===== src/design/chirp_symbol_to_byte_decoder_core_assert.svh =====
// Assertion macros used by the chirp decoder controller.
`ifndef CHIRP_SYMBOL_TO_BYTE_DECODER_CORE_ASSERT_SVH
`define CHIRP_SYMBOL_TO_BYTE_DECODER_CORE_ASSERT_SVH

// Same-cycle implication, checked outside reset.
`define CSBD_ASSERT_NOW(lbl, clk, rst, ante, cons, msg) \
   lbl: assert property (@(posedge clk) disable iff (rst) (ante) |-> (cons)) else $error(msg);

// Next-cycle implication, checked outside reset.
`define CSBD_ASSERT_NEXT(lbl, clk, rst, ante, cons, msg) \
   lbl: assert property (@(posedge clk) disable iff (rst) (ante) |=> (cons)) else $error(msg);

`endif


===== src/design/csbd_pkg.sv =====
// Types and constants of the chirp symbol to byte decoder.
`timescale 1ns / 1ps
`default_nettype none
package csbd_pkg;

   typedef logic [1:0]  csr_index_type;
   typedef logic [10:0] csr_data_type;

   localparam csr_index_type REG_BIN_OFFSET  = 2'd0;
   localparam csr_index_type REG_CODING_RATE = 2'd1;
   localparam csr_index_type REG_MAX_SYMBOLS = 2'd2;

   localparam logic [3:0] CR_MIN         = 4'd5;
   localparam logic [3:0] CR_MAX         = 4'd8;
   localparam logic [7:0] LIMIT_RESET    = 8'd220;
   localparam logic [7:0] LFSR_SEED      = 8'hFF;
   localparam logic [7:0] MIN_FRAME_LEN  = 8'd4;

   localparam logic [1:0] KIND_BYTE       = 2'd0;
   localparam logic [1:0] KIND_HDR_ACCEPT = 2'd1;
   localparam logic [1:0] KIND_HDR_REJECT = 2'd2;
   localparam logic [1:0] KIND_ABORT      = 2'd3;

   typedef struct packed {
      logic [10:0] symbol_bin;
      logic        start_frame;
   } req_payload_type;

   typedef struct packed {
      logic [1:0] result_kind;
      logic [7:0] data_byte;
      logic [7:0] frame_length;
      logic       last;
   } rsp_payload_type;

   typedef struct packed {
      logic       frame_clear;
      logic       sym_write;
      logic       cnt_inc;
      logic       fill_clear;
      logic       dec_start;
      logic       dec_hdr;
      logic       dec_step;
      logic       take_header;
      logic       nib_load;
      logic       nib_step;
      logic       out_load;
      logic [1:0] out_kind;
      logic       out_last;
   } dp_cmd_type;

   typedef struct packed {
      logic hdr_blk_done;
      logic blk_full;
      logic limit;
      logic fin;
      logic dec_last;
      logic hdr_sel;
      logic hdr_ok;
      logic nbytes_zero;
      logic emit_now;
      logic bytes_last;
      logic nib_last;
   } dp_status_type;

endpackage
`default_nettype wire


===== src/design/csbd_datapath.sv =====
// Datapath: symbol store, deinterleaver, Hamming decode, dewhitening and result register.
`timescale 1ns / 1ps
`default_nettype none
module csbd_datapath #(
   parameter int SF = 11
) (
   input  logic                      clock,
   input  logic                      reset,
   input  logic                      csr_we,
   input  csbd_pkg::csr_index_type   csr_index,
   input  csbd_pkg::csr_data_type    csr_wdata,
   input  csbd_pkg::req_payload_type req_payload,
   input  csbd_pkg::dp_cmd_type      cmd,
   output csbd_pkg::dp_status_type   sts,
   output csbd_pkg::rsp_payload_type rsp_payload
);
   import csbd_pkg::*;

   localparam int HROWS     = SF - 2;
   localparam int NIW       = $clog2(SF);
   localparam int MAXB      = (SF + 1) / 2;
   localparam int BLW       = $clog2(MAXB + 1);
   localparam int HDR_PAIRS = (SF - 7) / 2;

   localparam logic [3:0] SYN_D3 = 4'd11;
   localparam logic [3:0] SYN_D2 = 4'd14;
   localparam logic [3:0] SYN_D1 = 4'd13;
   localparam logic [3:0] SYN_D0 = 4'd7;

   function automatic logic [3:0] hamming_fix(input logic [7:0] w);
      logic d0, d1, d2, d3;
      logic [3:0] syn;
      d0 = w[4];
      d1 = w[5];
      d2 = w[6];
      d3 = w[7];
      syn = {w[3] ^ d3 ^ d2 ^ d1, w[2] ^ d2 ^ d1 ^ d0,
             w[1] ^ d3 ^ d2 ^ d0, w[0] ^ d3 ^ d1 ^ d0};
      if (syn == SYN_D3) d3 = ~d3;
      else if (syn == SYN_D2) d2 = ~d2;
      else if (syn == SYN_D1) d1 = ~d1;
      else if (syn == SYN_D0) d0 = ~d0;
      return {d0, d1, d2, d3};
   endfunction

   // Diagonal deinterleave: the bit of symbol i that lands in codeword c.
   function automatic logic pick_bit(input logic [SF-1:0] g, input logic [2:0] i,
                                     input int c, input int rows);
      logic [4:0] t;
      logic b;
      t = 5'(i) + 5'(2 * rows - c - 1);
      for (int k = 0; k < 3; k++) begin
         if (t >= 5'(rows)) t = t - 5'(rows);
      end
      b = 1'b0;
      for (int j = 0; j < rows; j++) begin
         if (t == 5'(j)) b = g[rows-1-j];
      end
      return b;
   endfunction

   logic [10:0] offset_ff, offset_in;
   logic [3:0]  cr_ff, cr_in;
   logic [7:0]  max_ff, max_in;

   logic [10:0] sym_store [8];
   logic [7:0]  cw_ff [SF];
   logic [7:0]  cw_in [SF];

   logic [3:0]     fill_ff, fill_in;
   logic           pending_ff, pending_in;
   logic [3:0]     low_ff, low_in;
   logic [7:0]     lfsr_ff, lfsr_in;
   logic [7:0]     emitted_ff, emitted_in;
   logic [7:0]     target_ff, target_in;
   logic [7:0]     count_ff, count_in;
   logic [2:0]     dec_idx_ff, dec_idx_in;
   logic           hdr_sel_ff, hdr_sel_in;
   logic [NIW-1:0] nib_idx_ff, nib_idx_in;
   logic [BLW-1:0] bytes_left_ff, bytes_left_in;
   rsp_payload_type rsp_ff, rsp_in;

   logic [3:0]    fill_eff;
   logic [3:0]    crc;
   logic [11:0]   diff;
   logic [SF-1:0] a_val, g_pay, g_hdr;
   logic [2:0]    pos;
   logic [3:0]    pos_pay;
   logic [7:0]    cw_cur;
   logic [3:0]    nib_hdr, nib_pay, nib_raw, nib;
   logic [3:0]    h0, h1, h2, h3, h4;
   logic          c4, c3, c2, c1, c0;
   logic [7:0]    hdr_len;
   logic [4:0]    pay_pairs;
   logic [7:0]    remain;
   logic [7:0]    hdr_nb8;
   logic [BLW-1:0] nbytes;
   logic [7:0]    byte_val;

   assign fill_eff = req_payload.start_frame ? 4'd0 : fill_ff;
   assign crc = (cr_ff < CR_MIN) ? CR_MIN : ((cr_ff > CR_MAX) ? CR_MAX : cr_ff);

   // Symbol conditioning for the decode step.
   assign diff    = {1'b0, sym_store[dec_idx_ff]} - {1'b0, offset_ff};
   assign a_val   = diff[SF-1:0];
   assign g_pay   = a_val ^ (a_val >> 1);
   assign g_hdr   = SF'(a_val[SF-1:2] ^ (a_val[SF-1:2] >> 1));
   assign pos_pay = crc - 4'd1 - {1'b0, dec_idx_ff};
   assign pos     = hdr_sel_ff ? (3'd7 - dec_idx_ff) : pos_pay[2:0];

   always_comb begin
      for (int c = 0; c < SF; c++) begin
         logic b;
         if (hdr_sel_ff) begin
            b = (c < HROWS) ? pick_bit(g_hdr, dec_idx_ff, c, HROWS) : 1'b0;
         end else begin
            b = pick_bit(g_pay, dec_idx_ff, c, SF);
         end
         cw_in[c] = ((dec_idx_ff == 3'd0) ? 8'd0 : cw_ff[c]) | (8'(b) << pos);
      end
   end

   // Header checksum over the first three corrected nibbles, checked against the fourth and fifth.
   assign h0 = hamming_fix(cw_ff[0]);
   assign h1 = hamming_fix(cw_ff[1]);
   assign h2 = hamming_fix(cw_ff[2]);
   assign h3 = hamming_fix(cw_ff[3]);
   assign h4 = hamming_fix(cw_ff[4]);
   assign c4 = ^h0;
   assign c3 = h0[3] ^ h1[3] ^ h1[2] ^ h1[1] ^ h2[0];
   assign c2 = h0[2] ^ h1[3] ^ h1[0] ^ h2[3] ^ h2[1];
   assign c1 = h0[1] ^ h1[2] ^ h1[0] ^ h2[2] ^ h2[1] ^ h2[0];
   assign c0 = h0[0] ^ h1[1] ^ h2[3] ^ h2[2] ^ h2[1] ^ h2[0];
   assign hdr_len = {h0, h1};

   // Nibble selection for the dewhitening step.
   assign cw_cur  = cw_ff[nib_idx_ff];
   assign nib_hdr = hamming_fix(cw_cur);
   assign nib_raw = 4'(cw_cur >> (crc - 4'd4));
   assign nib_pay = {nib_raw[0], nib_raw[1], nib_raw[2], nib_raw[3]};
   assign nib     = hdr_sel_ff ? nib_hdr : nib_pay;
   assign byte_val = {nib, low_ff} ^ lfsr_ff;

   assign pay_pairs = (5'(pending_ff) + 5'(SF)) >> 1;
   assign remain    = target_ff - emitted_ff;
   assign hdr_nb8   = (8'(HDR_PAIRS) < hdr_len) ? 8'(HDR_PAIRS) : hdr_len;
   assign nbytes    = hdr_sel_ff ? BLW'(hdr_nb8)
                    : ((8'(pay_pairs) < remain) ? BLW'(pay_pairs) : BLW'(remain));

   always_comb begin
      sts.hdr_blk_done = (fill_eff == 4'd7);
      sts.blk_full     = (fill_ff >= crc);
      sts.limit        = (count_ff >= max_ff);
      sts.fin          = ({1'b0, emitted_ff} + 9'(pay_pairs)) >= {1'b0, target_ff};
      sts.dec_last     = hdr_sel_ff ? (dec_idx_ff == 3'd7) : (dec_idx_ff == 3'(crc - 4'd1));
      sts.hdr_sel      = hdr_sel_ff;
      sts.hdr_ok       = (h3[0] == c4) && (h4 == {c3, c2, c1, c0}) && (hdr_len >= MIN_FRAME_LEN);
      sts.nbytes_zero  = (hdr_nb8 == 8'd0);
      sts.emit_now     = pending_ff && (emitted_ff < target_ff);
      sts.bytes_last   = (bytes_left_ff == BLW'(1));
      // Header extra nibbles end at the last header codeword, payload at the last row.
      sts.nib_last     = (nib_idx_ff == (hdr_sel_ff ? NIW'(HROWS - 1) : NIW'(SF - 1)));
   end

   always_comb begin
      offset_in = offset_ff;
      cr_in     = cr_ff;
      max_in    = max_ff;
      if (csr_we) begin
         unique case (csr_index)
            REG_BIN_OFFSET:  offset_in = csr_wdata;
            REG_CODING_RATE: cr_in     = csr_wdata[3:0];
            REG_MAX_SYMBOLS: max_in    = csr_wdata[7:0];
            default: ;
         endcase
      end
   end

   always_comb begin
      fill_in       = fill_ff;
      pending_in    = pending_ff;
      low_in        = low_ff;
      lfsr_in       = lfsr_ff;
      emitted_in    = emitted_ff;
      target_in     = target_ff;
      count_in      = count_ff;
      dec_idx_in    = dec_idx_ff;
      hdr_sel_in    = hdr_sel_ff;
      nib_idx_in    = nib_idx_ff;
      bytes_left_in = bytes_left_ff;
      rsp_in        = rsp_ff;
      if (cmd.frame_clear) begin
         pending_in = 1'b0;
         low_in     = 4'd0;
         lfsr_in    = LFSR_SEED;
         emitted_in = 8'd0;
         target_in  = 8'd0;
         count_in   = 8'd0;
      end
      if (cmd.cnt_inc && (count_ff != 8'hFF)) count_in = count_ff + 8'd1;
      if (cmd.sym_write) fill_in = fill_eff + 4'd1;
      else if (cmd.fill_clear || cmd.take_header) fill_in = 4'd0;
      if (cmd.dec_start) begin
         dec_idx_in = 3'd0;
         hdr_sel_in = cmd.dec_hdr;
      end else if (cmd.dec_step) begin
         dec_idx_in = dec_idx_ff + 3'd1;
      end
      if (cmd.take_header) target_in = hdr_len;
      if (cmd.nib_load) begin
         nib_idx_in    = hdr_sel_ff ? NIW'(5) : NIW'(0);
         bytes_left_in = nbytes;
      end else if (cmd.nib_step) begin
         nib_idx_in = nib_idx_ff + NIW'(1);
         if (!pending_ff) begin
            low_in     = nib;
            pending_in = 1'b1;
         end else begin
            pending_in = 1'b0;
            lfsr_in    = {lfsr_ff[6:0], lfsr_ff[7] ^ lfsr_ff[5] ^ lfsr_ff[4] ^ lfsr_ff[3]};
            if (emitted_ff < target_ff) begin
               emitted_in    = emitted_ff + 8'd1;
               bytes_left_in = bytes_left_ff - BLW'(1);
            end
         end
      end
      if (cmd.out_load) begin
         rsp_in.result_kind  = cmd.out_kind;
         rsp_in.data_byte    = (cmd.out_kind == KIND_BYTE) ? byte_val : 8'd0;
         rsp_in.frame_length = ((cmd.out_kind == KIND_HDR_ACCEPT) ||
                                (cmd.out_kind == KIND_HDR_REJECT)) ? hdr_len : target_ff;
         rsp_in.last         = cmd.out_last;
      end
   end

   always_ff @(posedge clock) begin
      if (reset) begin
         offset_ff     <= 11'd0;
         cr_ff         <= CR_MIN;
         max_ff        <= LIMIT_RESET;
         fill_ff       <= 4'd0;
         pending_ff    <= 1'b0;
         low_ff        <= 4'd0;
         lfsr_ff       <= LFSR_SEED;
         emitted_ff    <= 8'd0;
         target_ff     <= 8'd0;
         count_ff      <= 8'd0;
         dec_idx_ff    <= 3'd0;
         hdr_sel_ff    <= 1'b0;
         nib_idx_ff    <= '0;
         bytes_left_ff <= '0;
      end else begin
         offset_ff     <= offset_in;
         cr_ff         <= cr_in;
         max_ff        <= max_in;
         fill_ff       <= fill_in;
         pending_ff    <= pending_in;
         low_ff        <= low_in;
         lfsr_ff       <= lfsr_in;
         emitted_ff    <= emitted_in;
         target_ff     <= target_in;
         count_ff      <= count_in;
         dec_idx_ff    <= dec_idx_in;
         hdr_sel_ff    <= hdr_sel_in;
         nib_idx_ff    <= nib_idx_in;
         bytes_left_ff <= bytes_left_in;
      end
   end

   always_ff @(posedge clock) begin
      rsp_ff <= rsp_in;
      if (cmd.sym_write) sym_store[fill_eff[2:0]] <= req_payload.symbol_bin;
      if (cmd.dec_step) begin
         for (int c = 0; c < SF; c++) cw_ff[c] <= cw_in[c];
      end
   end

   assign rsp_payload = rsp_ff;

endmodule
`default_nettype wire


===== src/design/csbd_ctrl.sv =====
// Controller: frame phase, decode sequencing and result handshake.
`timescale 1ns / 1ps
`default_nettype none
`include "chirp_symbol_to_byte_decoder_core_assert.svh"
module csbd_ctrl #(
   parameter int SF = 11
) (
   input  logic                    clock,
   input  logic                    reset,
   input  logic                    req_valid,
   input  logic                    req_start,
   output logic                    req_ready,
   output logic                    rsp_valid,
   input  logic                    rsp_ready,
   input  csbd_pkg::dp_status_type sts,
   output csbd_pkg::dp_cmd_type    cmd
);
   import csbd_pkg::*;

   localparam logic HAS_EXTRA = (SF > 7);

   localparam logic [2:0] S_IDLE = 3'd0;
   localparam logic [2:0] S_PAY  = 3'd1;
   localparam logic [2:0] S_DEC  = 3'd2;
   localparam logic [2:0] S_HDR  = 3'd3;
   localparam logic [2:0] S_NIB  = 3'd4;

   localparam logic [1:0] PH_IDLE    = 2'd0;
   localparam logic [1:0] PH_HEADER  = 2'd1;
   localparam logic [1:0] PH_PAYLOAD = 2'd2;

   logic [2:0] state_ff, state_in;
   logic [1:0] phase_ff, phase_in;
   logic       rsp_valid_ff, rsp_valid_in;
   logic       slot_free;
   logic [1:0] ph_eff;

   assign slot_free = !rsp_valid_ff || rsp_ready;
   assign ph_eff    = req_start ? PH_HEADER : phase_ff;
   assign req_ready = (state_ff == S_IDLE);
   assign rsp_valid = rsp_valid_ff;

   always_comb begin
      cmd      = '0;
      state_in = state_ff;
      phase_in = phase_ff;
      unique case (state_ff)
         S_IDLE: begin
            if (req_valid) begin
               cmd.frame_clear = req_start;
               phase_in        = ph_eff;
               if (ph_eff == PH_HEADER) begin
                  cmd.sym_write = 1'b1;
                  if (sts.hdr_blk_done) begin
                     cmd.dec_start = 1'b1;
                     cmd.dec_hdr   = 1'b1;
                     state_in      = S_DEC;
                  end
               end else if (ph_eff == PH_PAYLOAD) begin
                  cmd.sym_write = 1'b1;
                  cmd.cnt_inc   = 1'b1;
                  state_in      = S_PAY;
               end
            end
         end
         S_PAY: begin
            // A block that ends the frame is always delivered, even at the limit.
            if (sts.blk_full && (sts.fin || !sts.limit)) begin
               cmd.fill_clear = 1'b1;
               cmd.dec_start  = 1'b1;
               state_in       = S_DEC;
               if (sts.fin) phase_in = PH_IDLE;
            end else if (sts.limit) begin
               if (slot_free) begin
                  cmd.out_load = 1'b1;
                  cmd.out_kind = KIND_ABORT;
                  cmd.out_last = 1'b1;
                  phase_in     = PH_IDLE;
                  state_in     = S_IDLE;
               end
            end else begin
               state_in = S_IDLE;
            end
         end
         S_DEC: begin
            cmd.dec_step = 1'b1;
            if (sts.dec_last) begin
               if (sts.hdr_sel) begin
                  state_in = S_HDR;
               end else begin
                  cmd.nib_load = 1'b1;
                  state_in     = S_NIB;
               end
            end
         end
         S_HDR: begin
            if (slot_free) begin
               cmd.out_load = 1'b1;
               cmd.out_kind = sts.hdr_ok ? KIND_HDR_ACCEPT : KIND_HDR_REJECT;
               cmd.out_last = !sts.hdr_ok || sts.nbytes_zero;
               if (sts.hdr_ok) begin
                  cmd.take_header = 1'b1;
                  cmd.nib_load    = 1'b1;
                  phase_in        = PH_PAYLOAD;
                  state_in        = HAS_EXTRA ? S_NIB : S_IDLE;
               end else begin
                  phase_in = PH_IDLE;
                  state_in = S_IDLE;
               end
            end
         end
         S_NIB: begin
            if (!sts.emit_now || slot_free) begin
               cmd.nib_step = 1'b1;
               if (sts.emit_now) begin
                  cmd.out_load = 1'b1;
                  cmd.out_kind = KIND_BYTE;
                  cmd.out_last = sts.bytes_last;
               end
               if (sts.nib_last) state_in = S_IDLE;
            end
         end
         default: state_in = S_IDLE;
      endcase
   end

   always_comb begin
      rsp_valid_in = rsp_valid_ff;
      if (cmd.out_load) rsp_valid_in = 1'b1;
      else if (rsp_ready) rsp_valid_in = 1'b0;
   end

   always_ff @(posedge clock) begin
      if (reset) begin
         state_ff     <= S_IDLE;
         phase_ff     <= PH_IDLE;
         rsp_valid_ff <= 1'b0;
      end else begin
         state_ff     <= state_in;
         phase_ff     <= phase_in;
         rsp_valid_ff <= rsp_valid_in;
      end
   end

   `CSBD_ASSERT_NOW(a_no_overwrite, clock, reset, cmd.out_load, slot_free, "result overwritten before it was taken")
   `CSBD_ASSERT_NEXT(a_abort_idles, clock, reset, cmd.out_load && (cmd.out_kind == KIND_ABORT), phase_ff == PH_IDLE, "frame still open after abort")
   `CSBD_ASSERT_NEXT(a_dec_exit, clock, reset, state_ff == S_DEC, (state_ff == S_DEC) || (state_ff == S_HDR) || (state_ff == S_NIB), "bad exit from decode")

endmodule
`default_nettype wire


===== src/design/chirp_symbol_to_byte_decoder_core.sv =====
// Top level of the chirp symbol to byte decoder.
//
// Request channel (req_valid/req_ready, req_payload): one demodulated chirp bin per
// request; start_frame opens a new frame with this symbol as the first header symbol.
// Response channel (rsp_valid/rsp_ready, rsp_payload): header accept/reject, payload
// bytes and abort notices; last marks the final response caused by one request.
// Configuration: csr_we writes csr_wdata into register csr_index.
// Sequencing: a payload symbol that does not complete a block, header symbols before
// the eighth and symbols outside a frame are taken with no decode. The eighth header
// symbol runs the header decode over eight stored symbols plus SPREAD_FACTOR-7 nibble
// steps; a symbol that completes a payload block runs coding rate decode steps and
// SPREAD_FACTOR nibble steps. The shared deinterleave step takes one stored symbol per
// cycle and the dewhitener one nibble per cycle while the output register is free.
// Responses go through a single output register; when the receiver stalls, the
// sequencer holds until the register is free, and new requests wait until done.
// Reset is synchronous: configuration returns to its defaults and no frame is open.
`timescale 1ns / 1ps
`default_nettype none
module chirp_symbol_to_byte_decoder_core #(
   parameter int SPREAD_FACTOR = 11
) (
   input  logic                      clock,
   input  logic                      reset,
   input  logic                      req_valid,
   output logic                      req_ready,
   input  csbd_pkg::req_payload_type req_payload,
   output logic                      rsp_valid,
   input  logic                      rsp_ready,
   output csbd_pkg::rsp_payload_type rsp_payload,
   input  logic                      csr_we,
   input  csbd_pkg::csr_index_type   csr_index,
   input  csbd_pkg::csr_data_type    csr_wdata
);
   import csbd_pkg::*;

   dp_cmd_type    cmd;
   dp_status_type sts;

   csbd_ctrl #(.SF(SPREAD_FACTOR)) u_ctrl (
      .clock     (clock),
      .reset     (reset),
      .req_valid (req_valid),
      .req_start (req_payload.start_frame),
      .req_ready (req_ready),
      .rsp_valid (rsp_valid),
      .rsp_ready (rsp_ready),
      .sts       (sts),
      .cmd       (cmd)
   );

   csbd_datapath #(.SF(SPREAD_FACTOR)) u_datapath (
      .clock       (clock),
      .reset       (reset),
      .csr_we      (csr_we),
      .csr_index   (csr_index),
      .csr_wdata   (csr_wdata),
      .req_payload (req_payload),
      .cmd         (cmd),
      .sts         (sts),
      .rsp_payload (rsp_payload)
   );

endmodule
`default_nettype wire

===== config.mk =====
export PLATFORM = sky130hd
export DESIGN_NAME = chirp_symbol_to_byte_decoder_core
export DESIGN_NICKNAME = d
export VERILOG_FILES = /design/src/design/csbd_pkg.sv /design/src/design/csbd_datapath.sv /design/src/design/csbd_ctrl.sv /design/src/design/chirp_symbol_to_byte_decoder_core.sv
export VERILOG_INCLUDE_DIRS = /design/src /design/src/design
export SDC_FILE = /design/constraint.sdc
export NUM_CORES = 1
export LEC_CHECK = 0
export ABC_AREA = 1
export BUFFER_PORTS_ARGS = -buffer_cell sky130_fd_sc_hd__buf_2
export CAP_MARGIN = 40
export CORE_AREA = 2 2 199 298
export DETAILED_ROUTE_END_ITERATION = 10
export DIE_AREA = 0 0 201 300
export PLACE_DENSITY = 0.65
export SETUP_SLACK_MARGIN = 0.05
export SKIP_CTS_REPAIR_TIMING = 1
export SYNTH_ARGS = -nofsm -noshare
export SYNTH_HDL_FRONTEND = slang
export SYNTH_SLANG_ARGS = --single-unit

===== constraint.sdc =====
create_clock -name clock -period 4.9 [get_ports clock]
set_input_delay 0.49 -clock clock [delete_from_list [all_inputs] [get_ports clock]]
set_output_delay 0.49 -clock clock [all_outputs]
set_load 0.01 [all_outputs]

==> run summary <==
Status: finished clean
Die X: 201 µm
FILL cells: 5904
CTS Buffer Depth: 3
Worst Tran Pin Value: 791.6 ps
Fmax achieved: 0.2213 GHz
Commonest cells in the netlist: 894 x nand2_1, 401 x inv_1, 310 x nor2_1
Initial DRC count: 1618
Starting density of the core: 43.50%
Clock Skew: 48.33 ps
Startpoint Class: flop
Critical Path Fanout Max: 8
Clock-pin slew on the worst setup and hold paths: 70 ps
First-pass GRT wire length: 119.2 mm
Final period util: 92.24%
Crit-path slowest cell: dfxtp_4
Yosys top cell by area: edfxtp_1
Worst setup margin: 380.2 ps
Vert. Die Dim: 300 µm
Initial antenna violation count: 1
Synth Register Bits: 283
Mean Syn Cell Area: 7.042 µm²
Global placement routability congestion: 0.9604
Area grow syn2layout: 9.945%
Vias: 23907
Distinct cell type count after synthesis: 88
Max Cap Viol: 0
Syn Nets: 3720
Core Region: 57700 µm²
CTS Buf Count: 30
Root Buffer: clkbuf_16
Fin nets: 3782
GR Overflow Total: 0
Crit Path Class: flop to flop
Post-synthesis sequential area ratio: 30.35%
Max-slew violations: 0
WL final: 76.67 mm
Final hold vios: 0
Hold slack: 124.7 ps
Mapped cell area: 25100 µm²
Total track usage: 24.69%
I/O Buffers: 50
Critical Path Sink Type: flop
YS warnings: 0
Most common cell in the netlist: nand2_1
Multi-input gate area: 15220 µm²
Critical path's most frequent cell: nand2_1
Final HPWL DP: 57.73 mm
Gate Count Post-Synth: 3564
RSZ-0062 raised after global routing: yes
1st-pass router iterations: 5
Setup TNS: 0 ps
TritonCTS clock tree: yes
Asr flop ratio synth: 0%
Via density: 5.409
Seq. cell area: 7622 µm²
I/O Pins: 51
Hold crit path type: primary input to flop
Relative slew slack: 47.17%
Worst EP arrival: 4840 ps
Post-Place Setup Slack: 303.9 ps
Pin count of the biggest net entering global routing: 59
Required time worst endpoint: 5220 ps
Worst-Skew Late Latency: 610 ps
Diodes inserted: 0
Antenna Nets Post-Route: 0
CTS sink cnt: 283
Final setup viols: 0
Top FF cell, synth: edfxtp_1
CP peak stage delay: 360 ps
Post-synth top area share: 23.33%
Number of flops mapped to enable cells by yosys: 195
DRC Markers: 0
Ranking of synthesized cells by area: edfxtp_1 23%, nand2_1 13%, dfxtp_1 7.0%
Drt wl/cell: 17.35 µm
Number of H-tree levels: 1
Cell Rows: 108
Vias in the first global route: 22440
Die area: 60300 µm²
Period minus WS final: 4520 ps
Ratio of cells with drive above 1 in the final layout: 12.08%
==> layer usage <==
| metal | track usage, % | up-vias | share of wire, % |
|---|---|---|---|
| met2 | 45.94 | 636 | 51 |
| met3 | 2.406 | 239 | 4.4 |
| met1 | 26.91 | 11046 | 38 |
| li1 | - | 11984 | - |
| met4 | 15.22 | 2 | 6.5 |
| met5 | 0 | - | 0.0091 |
==> path summary, 6_finish.rpt <==
kind,start,endpoint,slack [ps],cells past startpoint
max reg2reg,u_datapath.dec_idx_ff[0]$_SDFFE_PP0N_,u_datapath.cw_ff[10][4]$_DFFE_PN_,380,30
min reg2reg,u_datapath.offset_ff[3]$_SDFFE_PP0P_,u_datapath.offset_ff[3]$_SDFFE_PP0P_,460,2
max,u_datapath.dec_idx_ff[0]$_SDFFE_PP0N_,u_datapath.cw_ff[10][4]$_DFFE_PN_,380,30
min,csr_wdata[7],u_datapath.max_ff[7]$_SDFFE_PP1P_,120,3
==> kinds of logic (layout without fill, tap and decap cells) <==
logic type	Yosys count	count (layout)	share of synthesized area, %
AO/OA/AOI/OAI	611	611	14.27
XOR/XNOR	211	211	7.886
adder cells (fa/ha/maj)	126	126	6.431
buffers and inverters	584	670	9.801
flip-flops	283	283	30.35
multiplexers	4	4	0.1645
AND/OR/NAND/NOR	1745	1745	31.10
==> registers in the layout, summed over array words and instances, names as in the netlist, 4 cells and up, named ones only <==
name,count
u_datapath.max_ff,8
u_datapath.cr_ff,4
u_datapath.low_ff,4
u_datapath.count_ff,8
u_datapath.nib_idx_ff,4
u_datapath.emitted_ff,8
u_datapath.rsp_payload,19
u_datapath.sym_store,88
u_datapath.offset_ff,11
u_datapath.lfsr_ff,8
u_datapath.cw_ff,88
u_datapath.target_ff,8
u_datapath.fill_ff,4
==> through the flow <==
step                util (%)  instance area [µm²]  std cells
global route           47.83                27600       4420
CTS                    47.42                27360       4416
floorplan                  -                25100       3564
detailed placement     45.79                26420       4360
global placement       45.73                26390       4357
finish                 47.83                27600       4420
==> layout make-up <==
class	instances	area share, %
inverter	463	6.393
clock buffer	38	2.829
multi-input combinational	2697	55.17
sequential	283	27.62
tap	770	3.491
clock inverter	18	0.5804
timing repair buffer	151	3.913
==> worst max-delay path: cells and delay by family, from the launching register on <==
family / cells / cell delay (ps)
AOI/OAI and AO/OA: 3 / 460
muxes: 1 / 350
and+or+nand+nor: 17 / 1480
buffers and inverters: 6 / 780
adders and majority gates: 3 / 780
DFF: 1 / 360
==> layout by cell type (no fill, tap or decap), types with 21 or more instances in the layout <==
cell | netlist | final
nand2_1 | 894 | 887
inv_1 | 401 | 398
nor2_1 | 310 | 309
nand3_1 | 228 | 227
o21ai_0 | 220 | 214
edfxtp_1 | 195 | 195
nand4_1 | 138 | 138
xor2_1 | 140 | 135
a21oi_1 | 127 | 125
ha_1 | 121 | 112
buf_4 | 4 | 93
o21ai_1 | 81 | 86
dfxtp_1 | 88 | 86
xnor2_1 | 55 | 55
nand2_2 | 49 | 54
buf_2 | 25 | 51
inv_2 | 44 | 45
nor3_1 | 46 | 40
o211ai_1 | 38 | 38
clkbuf_16 | 0 | 30
a31oi_1 | 28 | 28
o22ai_1 | 23 | 23
o21ai_2 | 21 | 21
Power is not shown: default switching activity piles up to over one toggle a cycle in this logic, so the estimate is an artifact.
